$ cat config.mk
export PLATFORM = sky130hd
export DESIGN_NAME = rpn_stack_calculator_unit
export DESIGN_NICKNAME = d
export VERILOG_FILES = /design/src/hw/rtl/rpncalc_pkg.sv /design/src/hw/rtl/rpncalc_alu.sv /design/src/hw/rtl/rpn_stack_calculator_unit.sv
export VERILOG_INCLUDE_DIRS = /design/src /design/src/hw/rtl
export SDC_FILE = /design/constraint.sdc
export NUM_CORES = 2
export LEC_CHECK = 0
export ABC_CLOCK_PERIOD_IN_PS = 10700
export BUFFER_PORTS_ARGS = -buffer_cell sky130_fd_sc_hd__buf_4
export CAP_MARGIN = 0
export CORE_MARGIN = 3
export CORE_UTILIZATION = 62
export DETAILED_ROUTE_END_ITERATION = 16
export PLACE_DENSITY = 0.84
export SLEW_MARGIN = 10
export SYNTH_ARGS = -nofsm -noshare
export SYNTH_HDL_FRONTEND = slang
export SYNTH_HIERARCHICAL = 1
export SYNTH_SLANG_ARGS = --single-unit
$ cat constraint.sdc
create_clock -name clock -period 10.7 [get_ports clock]
set_clock_uncertainty 0.15 [all_clocks]
set_input_delay 2.14 -clock clock [delete_from_list [all_inputs] [get_ports clock]]
set_output_delay 2.14 -clock clock [all_outputs]
set_load 0.01 [all_outputs]
$ cat src/hw/rtl/rpn_stack_calculator_unit_macros.svh
// assertion helpers for the rpn stack calculator
`ifndef RPN_STACK_CALCULATOR_UNIT_MACROS_SVH
`define RPN_STACK_CALCULATOR_UNIT_MACROS_SVH

// same-cycle implication
`define RPN_ASSERT_NOW(label, clk, rst, ante, cons) \
   label: assert property (@(posedge clk) disable iff (rst) (ante) |-> (cons)) \
      else $error("rpn stack calculator: same-cycle check failed");

// next-cycle implication
`define RPN_ASSERT_NEXT(label, clk, rst, ante, cons) \
   label: assert property (@(posedge clk) disable iff (rst) (ante) |=> (cons)) \
      else $error("rpn stack calculator: next-cycle check failed");

`endif

$ cat src/hw/rtl/rpncalc_pkg.sv
package rpncalc_pkg;

   localparam int WORD_W          = 32;
   localparam int DEPTH_W         = 5;
   localparam int KIND_W          = 3;
   localparam int STATUS_W        = 3;
   localparam int STEP_W          = $clog2(WORD_W);
   localparam int STACK_DEPTH_DEF = 16;

   // token codes
   localparam logic [KIND_W-1:0] REQ_PUSH = 3'd0;
   localparam logic [KIND_W-1:0] REQ_ADD  = 3'd1;
   localparam logic [KIND_W-1:0] REQ_SUB  = 3'd2;
   localparam logic [KIND_W-1:0] REQ_MUL  = 3'd3;
   localparam logic [KIND_W-1:0] REQ_DIV  = 3'd4;
   localparam logic [KIND_W-1:0] REQ_POP  = 3'd5;

   // result status codes
   localparam logic [STATUS_W-1:0] ST_OK       = 3'd0;
   localparam logic [STATUS_W-1:0] ST_OVERFLOW = 3'd1;
   localparam logic [STATUS_W-1:0] ST_UNDER    = 3'd2;
   localparam logic [STATUS_W-1:0] ST_DIV_ZERO = 3'd3;
   localparam logic [STATUS_W-1:0] ST_HALTED   = 3'd4;

   typedef struct packed {
      logic [KIND_W-1:0]        req_type;
      logic signed [WORD_W-1:0] operand_value;
   } req_item_type;

   typedef struct packed {
      logic signed [WORD_W-1:0] value;
      logic [DEPTH_W-1:0]       depth;
      logic [STATUS_W-1:0]      status;
   } rsp_item_type;

   typedef enum logic [1:0] {
      ALU_ADD,
      ALU_SUB,
      ALU_MUL,
      ALU_DIV
   } alu_op_type;

   typedef struct packed {
      logic              start;
      alu_op_type        op;
      logic [WORD_W-1:0] a;
      logic [WORD_W-1:0] b;
   } alu_req_type;

   typedef struct packed {
      logic              done;
      logic [WORD_W-1:0] result;
   } alu_rsp_type;

   typedef enum logic [1:0] {
      ALU_IDLE,
      ALU_RUN,
      ALU_FIX
   } alu_state_type;

   typedef enum logic [2:0] {
      S_IDLE,
      S_DISPATCH,
      S_POP_WAIT,
      S_POP_A,
      S_LOAD_A,
      S_EXEC
   } ctl_state_type;

endpackage

$ cat src/hw/rtl/rpncalc_alu.sv
module rpncalc_alu (
   input  logic                      clock,
   input  logic                      reset,
   input  rpncalc_pkg::alu_req_type  alu_req,
   output rpncalc_pkg::alu_rsp_type  alu_rsp
);
   import rpncalc_pkg::*;

   alu_state_type     state_ff, state_in;
   logic [WORD_W-1:0] rem_ff, rem_in;
   logic [WORD_W-1:0] quo_ff, quo_in;
   logic [WORD_W-1:0] dvsr_ff, dvsr_in;
   logic              neg_ff, neg_in;
   logic [STEP_W-1:0] step_ff, step_in;
   logic [WORD_W-1:0] result_ff, result_in;
   logic              done_ff, done_in;

   logic [WORD_W-1:0] abs_a, abs_b;
   logic [WORD_W:0]   shifted, trial;

   assign abs_a   = alu_req.a[WORD_W-1] ? (~alu_req.a + 1'b1) : alu_req.a;
   assign abs_b   = alu_req.b[WORD_W-1] ? (~alu_req.b + 1'b1) : alu_req.b;
   // one restoring step: bring down the next dividend bit, try the subtract
   assign shifted = {rem_ff, quo_ff[WORD_W-1]};
   assign trial   = shifted - {1'b0, dvsr_ff};

   always_comb begin
      state_in  = state_ff;
      rem_in    = rem_ff;
      quo_in    = quo_ff;
      dvsr_in   = dvsr_ff;
      neg_in    = neg_ff;
      step_in   = step_ff;
      result_in = result_ff;
      done_in   = 1'b0;
      unique case (state_ff)
         ALU_IDLE: begin
            if (alu_req.start) begin
               unique case (alu_req.op)
                  ALU_ADD: begin
                     result_in = alu_req.a + alu_req.b;
                     done_in   = 1'b1;
                  end
                  ALU_SUB: begin
                     result_in = alu_req.a - alu_req.b;
                     done_in   = 1'b1;
                  end
                  ALU_MUL: begin
                     result_in = alu_req.a * alu_req.b;
                     done_in   = 1'b1;
                  end
                  ALU_DIV: begin
                     rem_in   = '0;
                     quo_in   = abs_a;
                     dvsr_in  = abs_b;
                     neg_in   = alu_req.a[WORD_W-1] ^ alu_req.b[WORD_W-1];
                     step_in  = '0;
                     state_in = ALU_RUN;
                  end
                  default: ;
               endcase
            end
         end
         ALU_RUN: begin
            if (!trial[WORD_W]) begin
               rem_in = trial[WORD_W-1:0];
               quo_in = {quo_ff[WORD_W-2:0], 1'b1};
            end else begin
               rem_in = shifted[WORD_W-1:0];
               quo_in = {quo_ff[WORD_W-2:0], 1'b0};
            end
            step_in = step_ff + 1'b1;
            if (step_ff == STEP_W'(WORD_W - 1)) begin
               state_in = ALU_FIX;
            end
         end
         ALU_FIX: begin
            // minimum over minus one falls out as minimum here
            result_in = neg_ff ? (~quo_ff + 1'b1) : quo_ff;
            done_in   = 1'b1;
            state_in  = ALU_IDLE;
         end
         default: state_in = ALU_IDLE;
      endcase
   end

   always_ff @(posedge clock) begin
      if (reset) begin
         state_ff <= ALU_IDLE;
         done_ff  <= 1'b0;
      end else begin
         state_ff <= state_in;
         done_ff  <= done_in;
      end
      rem_ff    <= rem_in;
      quo_ff    <= quo_in;
      dvsr_ff   <= dvsr_in;
      neg_ff    <= neg_in;
      step_ff   <= step_in;
      result_ff <= result_in;
   end

   assign alu_rsp.done   = done_ff;
   assign alu_rsp.result = result_ff;

endmodule

$ cat src/hw/rtl/rpn_stack_calculator_unit.sv
// channel    ports                              direction  handshake
// request    start, busy, req_item              in         taken when start and not busy
// response   rsp_strobe, rsp_item               out        one-cycle strobe, no back-pressure
//
// push, final pop, halted and unused tokens: answered without the alu; pop waits for the registered read.
// add, sub, mult: two stack reads, then the shared alu.
// div: the same path, through the one-bit-per-cycle divider in the alu.
// stack memory is one write and one registered read port; no clearing pass.
// synchronous reset empties the stack count and clears the halt flag.
// results cannot be stalled; busy is high from acceptance until the strobe.
`include "rpn_stack_calculator_unit_macros.svh"

module rpn_stack_calculator_unit #(
   parameter int STACK_DEPTH = rpncalc_pkg::STACK_DEPTH_DEF
) (
   input  logic                       clock,
   input  logic                       reset,
   input  logic                       start,
   output logic                       busy,
   input  rpncalc_pkg::req_item_type  req_item,
   output logic                       rsp_strobe,
   output rpncalc_pkg::rsp_item_type  rsp_item
);
   import rpncalc_pkg::*;

   localparam int CW = $clog2(STACK_DEPTH + 1);
   localparam int AW = $clog2(STACK_DEPTH);
   localparam logic [CW-1:0] FULL_COUNT = CW'(STACK_DEPTH);

   logic [WORD_W-1:0] stack_mem [STACK_DEPTH];
   logic [WORD_W-1:0] rd_data_ff;

   ctl_state_type     state_ff, state_in;
   logic [CW-1:0]     count_ff, count_in;
   logic              halted_ff, halted_in;
   req_item_type      req_ff, req_in;
   logic [WORD_W-1:0] b_ff, b_in;
   logic              pop_ok_ff, pop_ok_in;
   logic              under_ff, under_in;
   logic              rsp_strobe_ff, rsp_strobe_in;
   rsp_item_type      rsp_ff, rsp_in;

   logic              wr_en;
   logic [WORD_W-1:0] wr_data;
   logic [AW-1:0]     wr_addr, rd_addr;
   logic [CW-1:0]     count_dec;
   logic [WORD_W-1:0] a_word;
   alu_req_type       alu_req;
   alu_rsp_type       alu_rsp;

   assign count_dec = count_ff - 1'b1;
   // every read is of the current top of stack
   assign rd_addr   = count_dec[AW-1:0];
   assign wr_addr   = count_ff[AW-1:0];
   assign a_word    = pop_ok_ff ? rd_data_ff : '1;
   assign busy      = (state_ff != S_IDLE);

   always_comb begin
      state_in      = state_ff;
      count_in      = count_ff;
      halted_in     = halted_ff;
      req_in        = req_ff;
      b_in          = b_ff;
      pop_ok_in     = pop_ok_ff;
      under_in      = under_ff;
      rsp_strobe_in = 1'b0;
      rsp_in        = rsp_ff;
      wr_en         = 1'b0;
      wr_data       = req_ff.operand_value;
      alu_req.start = 1'b0;
      alu_req.a     = a_word;
      alu_req.b     = b_ff;
      unique case (req_ff.req_type)
         REQ_ADD: alu_req.op = ALU_ADD;
         REQ_SUB: alu_req.op = ALU_SUB;
         REQ_MUL: alu_req.op = ALU_MUL;
         default: alu_req.op = ALU_DIV;
      endcase

      unique case (state_ff)
         S_IDLE: begin
            if (start) begin
               req_in   = req_item;
               state_in = S_DISPATCH;
            end
         end
         S_DISPATCH: begin
            if (halted_ff) begin
               rsp_in.value  = '0;
               rsp_in.status = ST_HALTED;
               rsp_strobe_in = 1'b1;
               state_in      = S_IDLE;
            end else begin
               unique case (req_ff.req_type)
                  REQ_PUSH: begin
                     rsp_in.value = req_ff.operand_value;
                     if (count_ff != FULL_COUNT) begin
                        wr_en         = 1'b1;
                        count_in      = count_ff + 1'b1;
                        rsp_in.status = ST_OK;
                     end else begin
                        rsp_in.status = ST_OVERFLOW;
                     end
                     rsp_strobe_in = 1'b1;
                     state_in      = S_IDLE;
                  end
                  REQ_ADD, REQ_SUB, REQ_MUL, REQ_DIV: begin
                     // pop b
                     pop_ok_in = (count_ff != '0);
                     under_in  = (count_ff == '0);
                     if (count_ff != '0) begin
                        count_in = count_dec;
                     end
                     state_in = S_POP_A;
                  end
                  REQ_POP: begin
                     if (count_ff != '0) begin
                        count_in = count_dec;
                        state_in = S_POP_WAIT;
                     end else begin
                        rsp_in.value  = '1;
                        rsp_in.status = ST_UNDER;
                        rsp_strobe_in = 1'b1;
                        state_in      = S_IDLE;
                     end
                  end
                  default: begin
                     rsp_in.value  = '0;
                     rsp_in.status = ST_OK;
                     rsp_strobe_in = 1'b1;
                     state_in      = S_IDLE;
                  end
               endcase
            end
         end
         S_POP_WAIT: begin
            rsp_in.value  = rd_data_ff;
            rsp_in.status = ST_OK;
            rsp_strobe_in = 1'b1;
            state_in      = S_IDLE;
         end
         S_POP_A: begin
            b_in      = pop_ok_ff ? rd_data_ff : '1;
            pop_ok_in = (count_ff != '0);
            if (count_ff != '0) begin
               count_in = count_dec;
            end else begin
               under_in = 1'b1;
            end
            state_in = S_LOAD_A;
         end
         S_LOAD_A: begin
            if (req_ff.req_type == REQ_DIV && b_ff == '0) begin
               halted_in     = 1'b1;
               rsp_in.value  = '0;
               rsp_in.status = ST_DIV_ZERO;
               rsp_strobe_in = 1'b1;
               state_in      = S_IDLE;
            end else begin
               alu_req.start = 1'b1;
               state_in      = S_EXEC;
            end
         end
         S_EXEC: begin
            if (alu_rsp.done) begin
               wr_data      = alu_rsp.result;
               rsp_in.value = alu_rsp.result;
               if (count_ff != FULL_COUNT) begin
                  wr_en    = 1'b1;
                  count_in = count_ff + 1'b1;
               end
               priority if (under_ff) begin
                  rsp_in.status = ST_UNDER;
               end else if (count_ff == FULL_COUNT) begin
                  rsp_in.status = ST_OVERFLOW;
               end else begin
                  rsp_in.status = ST_OK;
               end
               rsp_strobe_in = 1'b1;
               state_in      = S_IDLE;
            end
         end
         default: state_in = S_IDLE;
      endcase

      rsp_in.depth = DEPTH_W'(count_in);
   end

   always_ff @(posedge clock) begin
      if (reset) begin
         state_ff      <= S_IDLE;
         count_ff      <= '0;
         halted_ff     <= 1'b0;
         rsp_strobe_ff <= 1'b0;
      end else begin
         state_ff      <= state_in;
         count_ff      <= count_in;
         halted_ff     <= halted_in;
         rsp_strobe_ff <= rsp_strobe_in;
      end
      req_ff    <= req_in;
      b_ff      <= b_in;
      pop_ok_ff <= pop_ok_in;
      under_ff  <= under_in;
      rsp_ff    <= rsp_in;
   end

   always_ff @(posedge clock) begin
      if (wr_en) begin
         stack_mem[wr_addr] <= wr_data;
      end
      rd_data_ff <= stack_mem[rd_addr];
   end

   rpncalc_alu u_alu (
      .clock   (clock),
      .reset   (reset),
      .alu_req (alu_req),
      .alu_rsp (alu_rsp)
   );

   assign rsp_strobe = rsp_strobe_ff;
   assign rsp_item   = rsp_ff;

   `RPN_ASSERT_NEXT(a_busy_after_accept, clock, reset, start && !busy, busy)
   `RPN_ASSERT_NOW(a_count_bounded, clock, reset, 1'b1, count_ff <= FULL_COUNT)
   `RPN_ASSERT_NEXT(a_halt_sticky, clock, reset, halted_ff, halted_ff)
   `RPN_ASSERT_NOW(a_strobe_when_idle, clock, reset, rsp_strobe, !busy)
   `RPN_ASSERT_NOW(a_div_zero_halts, clock, reset,
                   rsp_strobe && rsp_item.status == ST_DIV_ZERO, halted_ff)

endmodule
==> reports/summary.md <==
Proportion of netlist area held by the largest area contributor: 0.428. Of all cell types, the one taking the most synthesized area is edfxtp_1. The complex-gate fraction of the synthesized area works out to 0.0643.

The run gives 0.0526 mm^2 as the area of the mapped netlist. The startpoint identified for the worst hold timing path is u_alu/rem_ff[17]. Post-CTS repair timing setup buffer count: 0. Counting the buffers created by CTS gives 80.

The worst setup path is captured at a register. Synthesis produced 4,217 cells. The number of design-rule violations left by the first detailed-router iteration came out at 4,864. Walking the worst path, the cells encountered are nand2b_1 > and2_1 > fa_1 > fa_1 > fa_1 > inv_1 > fa_1 > inv_1 > fa_1 > inv_1 > fa_1 > inv_1 > fa_1 > fa_1 > ha_1 > and3_1 > a311oi_1 > o22ai_1 > o41a_1 > a31oi_1 > o21ai_0 > xnor2_1 > a22oi_1 > o21ai_0.

The share of the cycle needed by the critical path after routing is 0.865. The largest fanout on the critical path was 18. Among all stages on the critical path, the largest delay is contributed by edfxtp_1.

The xor/xnor share of the synthesized area was 0.0421. The worst min-delay path class was register to register. Sum of negative setup slack: 0 ps. Ranked by total cell area, the synthesized netlist is headed by edfxtp_1 43%, fa_1 16%, mux4_2 6.9%. Aggregate global-route resource usage: 0.345. By instance count, the cell type seen most on the critical path is fa_1. Yosys mapped a number of flops with a built-in enable equal to 750. The synthesized design contains 800 register bits.

The total area of sequential cells was 0.0235 mm^2; the core area was 0.0838 mm^2. The leading register cell type out of synthesis is edfxtp_1. The share of post-route cells with drive strength above 1 was 0.128; the die width was 297 um. The worst hold path was traced through 2 stages. The number of cells on the worst reg-to-reg path is 24. At the placement stage, the worst setup path has a slack of 1630 ps. Summed over all layers, the routed wires come to 151,000 um. The headroom to the max-slew limit is 0.210. The tools report the worst flop-to-flop path startpoint as pop_ok_ff.

The share of synthesized cell area in full adder, half adder and majority cells was 0.203; the final weighted congestion of routability-driven global placement was 0.981. At the worst endpoint, the required time is 10,910 ps. The sequential element share of the synthesized area came out at 0.447. After filler insertion, the fill cell instance count of the layout stands at 5,726. The share of flip-flops with an asynchronous set or reset after synthesis was 0. Setup repair after global routing left no endpoint under its margin. The worst register-to-register path has a setup slack of 1450 ps. After detailed routing, the number of remaining DRC violations is 0. Maximum cell stage delay along the critical path: 1020 ps. The destination of the worst register-to-register timing path was u_alu/result_ff[31].

The number of vias in the routed layout is 35,400. The number of hold buffers added after CTS was 0. The run gives 3 as the maximum number of buffers from clock root to sink.

The run gives 80 as the number of top-level pins. Buffers placed on the I/O ports in this run total 79. In this run the core area contains 106 standard-cell rows. The run gives 0.0544 mm^2 as the area after detailed placement. The tools report the total non-filler cell area in the finished layout as 0.0572 mm^2.

The number of levels the H-tree was split into was 3; the remaining antenna violation count was 0. Static timing analysis puts the maximum clock frequency at 108 MHz. The core utilization of the finished layout was 0.682. During synthesis, Yosys emitted a total of 6 warnings. The die height was 297 um. The number of global-route vias before repair came out at 36,600. After clock tree synthesis, the repair step resized 0 gates.

The maximum number of pins on one net before global-route repair was 70. For the pin with the worst max-slew slack, the measured transition is 1180 ps. Clock tree synthesis found a total of 800 sinks. By area, the combinational part of the netlist is dominated by adder cells.

The endpoint arrival time on the critical path is 9470 ps, and the max-slew violation total from the final report is 0. The critical setup path kind was register to register. For the hold violation total from the final report, the log shows 0. The area of the multi-input gates came out at 0.0266 mm^2. The root buffer cell is clkbuf_16.

The number of maximum-capacitance violations is 0. Wire length per cell after detailed routing: 27.8 um. The post-synthesis to final-layout area growth is 8.72%. The logs give 99,000 um for the estimated wirelength of the detail-placed design and 0 for the total setup violations reported at the end of the flow. The setup slack after layout is 1450 ps, and the total congestion overflow is 0. For hold timing, the worst endpoint is u_alu/rem_ff[18].

Counting I/O delays and the setup requirement, the final critical path takes 9250 ps. The run finished with clean final reports. The logs give 0.628 for the starting density of the core and 0.0884 mm^2 for the die area. The first global-routing pass estimated 229,000 um of wire. For this run, the post-layout net count is 4,872. A synthesized cell averages 12.5 um^2. The vias per cell was 6.52. For the unique cell type count in the Yosys netlist, the log shows 92. TritonCTS built the clock tree.

The sort of element at the start of the critical path is a register. The latest clock arrival within the worst-skew pair was 680 ps; the post-synthesis mux area share was 0.0811. The number of antenna violations at the first check in global routing was 12.

The synthesized-area fraction occupied by and/or/nand/nor cells is 0.112. The post-synth net total came out at 4,862. Number of iterations in the first detailed-routing pass: 8. The register clock-pin slew on the reported worst setup and hold paths is 60 ps.
synth_stat cells, types with 17 or more instances:
cell type,n
mux4_2,160
buf_2,26
o21ai_0,117
a211oi_1,25
a21oi_1,117
and2_1,321
ha_1,197
o31ai_1,35
nor2b_1,21
fa_1,410
clkbuf_1,190
mux2_2,34
xnor2_1,143
mux2i_1,28
nand2_1,390
inv_1,446
o21a_1,22
nand2b_1,61
dfxtp_1,50
a22oi_1,39
and3_1,19
a21o_1,44
xor2_1,108
nand3_1,59
nor2_1,122
edfxtp_1,750
nor3_1,34
or3_1,23
a31oi_1,17
worst max-delay path: cells and delay by family (launching register included):
kind	cells	cell delay [ps]
xor gates and xnor gates	1	160
AOI/OAI and AO/OA	7	1760
adders and majority gates	9	4340
buffers and inverters	4	210
and+or+nand+nor	3	1340
DFF	1	1020
per-layer routing:
metal	up-vias	share of wire	track usage	wire length (um)
li1	14700	-	-	-
met1	17600	0.35	0.450	53400
met2	2580	0.47	0.548	71300
met3	574	0.12	0.0833	17900
met4	8	0.056	0.171	8540
met5	-	0.00034	0	52
how the worst max path moves through the flow:
stage | cells past startpoint | to | startpoint | slack [ps]
floorplan | 28 | u_alu/result_ff[31] | pop_ok_ff | 2880
global placement | 24 | u_alu/result_ff[31] | pop_ok_ff | 1880
detailed placement | 24 | u_alu/result_ff[31] | pop_ok_ff | 1630
CTS | 24 | u_alu/result_ff[31] | pop_ok_ff | 1520
global route | 24 | u_alu/result_ff[31] | pop_ok_ff | 1230
finish | 24 | u_alu/result_ff[31] | pop_ok_ff | 1450
through the flow:
stage               hold slack, ps  instances
floorplan                      357       4217
global placement               418       5279
detailed placement             426       5279
CTS                            450       5427
global route                   480       5430
finish                         455       5433
cell usage in the layout (no fill, tap or decap), drive strengths merged, types with 9 or more instances in the layout:
cell    Yosys  layout
nand4      11      11
mux2       34      34
nand3      59      59
o41ai      13      13
clkbuf    190      96
dfxtp      50      50
o211ai     11      11
a22oi      39      39
or3        26      26
o21a       22      22
fa        410     410
nor3       36      36
o31ai      41      41
clkinv      0      36
xor2      108     108
bufinv      0       9
a21oi     117     117
and2      321     321
a211oi     25      25
buf        48     166
o21bai     11      11
nor4       15      15
edfxtp    750     750
ha        197     197
or4        18      18
a31oi      17      17
nand2b     62      62
xnor2     144     144
mux4      160     160
inv       447     449
a21o       44      44
mux2i      28      28
nor2      124     124
nand2     391     391
and3       19      19
o21ai     125     125
nor2b      21      21
kinds of logic after synthesis:
kind of cell / Yosys count
xor+xnor: 252
fa+ha+maj: 607
buf+inv: 685
flops: 800
compound gates: 518
mux: 222
simple gates: 1133
flip-flops by register name, indices dropped and copies added, names as in the netlist, 2 cells and up:
register and flops:
u_alu/quo_ff 32, b_ff 32, u_alu/result_ff 32, u_alu/dvsr_ff 32, rd_data_ff 32, count_ff 5, req_ff 35, u_alu/state_ff 2
state_ff 3, rsp_item 40, stack_mem 512, u_alu/step_ff 5, u_alu/rem_ff 32
area by class of cell:
type / instances / area share
diodes: 6 / 0.000263
inverters: 447 / 0.0293
clock inverters: 52 / 0.0118
clock buffers: 96 / 0.0362
flip-flops and latches: 800 / 0.411
repair buffers: 166 / 0.0218
multi-input cells: 2732 / 0.464
well taps: 1134 / 0.0248
Power is left out: the tool's default activity adds up to more than one toggle a clock period on the data nets, which glitch-free logic cannot reach.
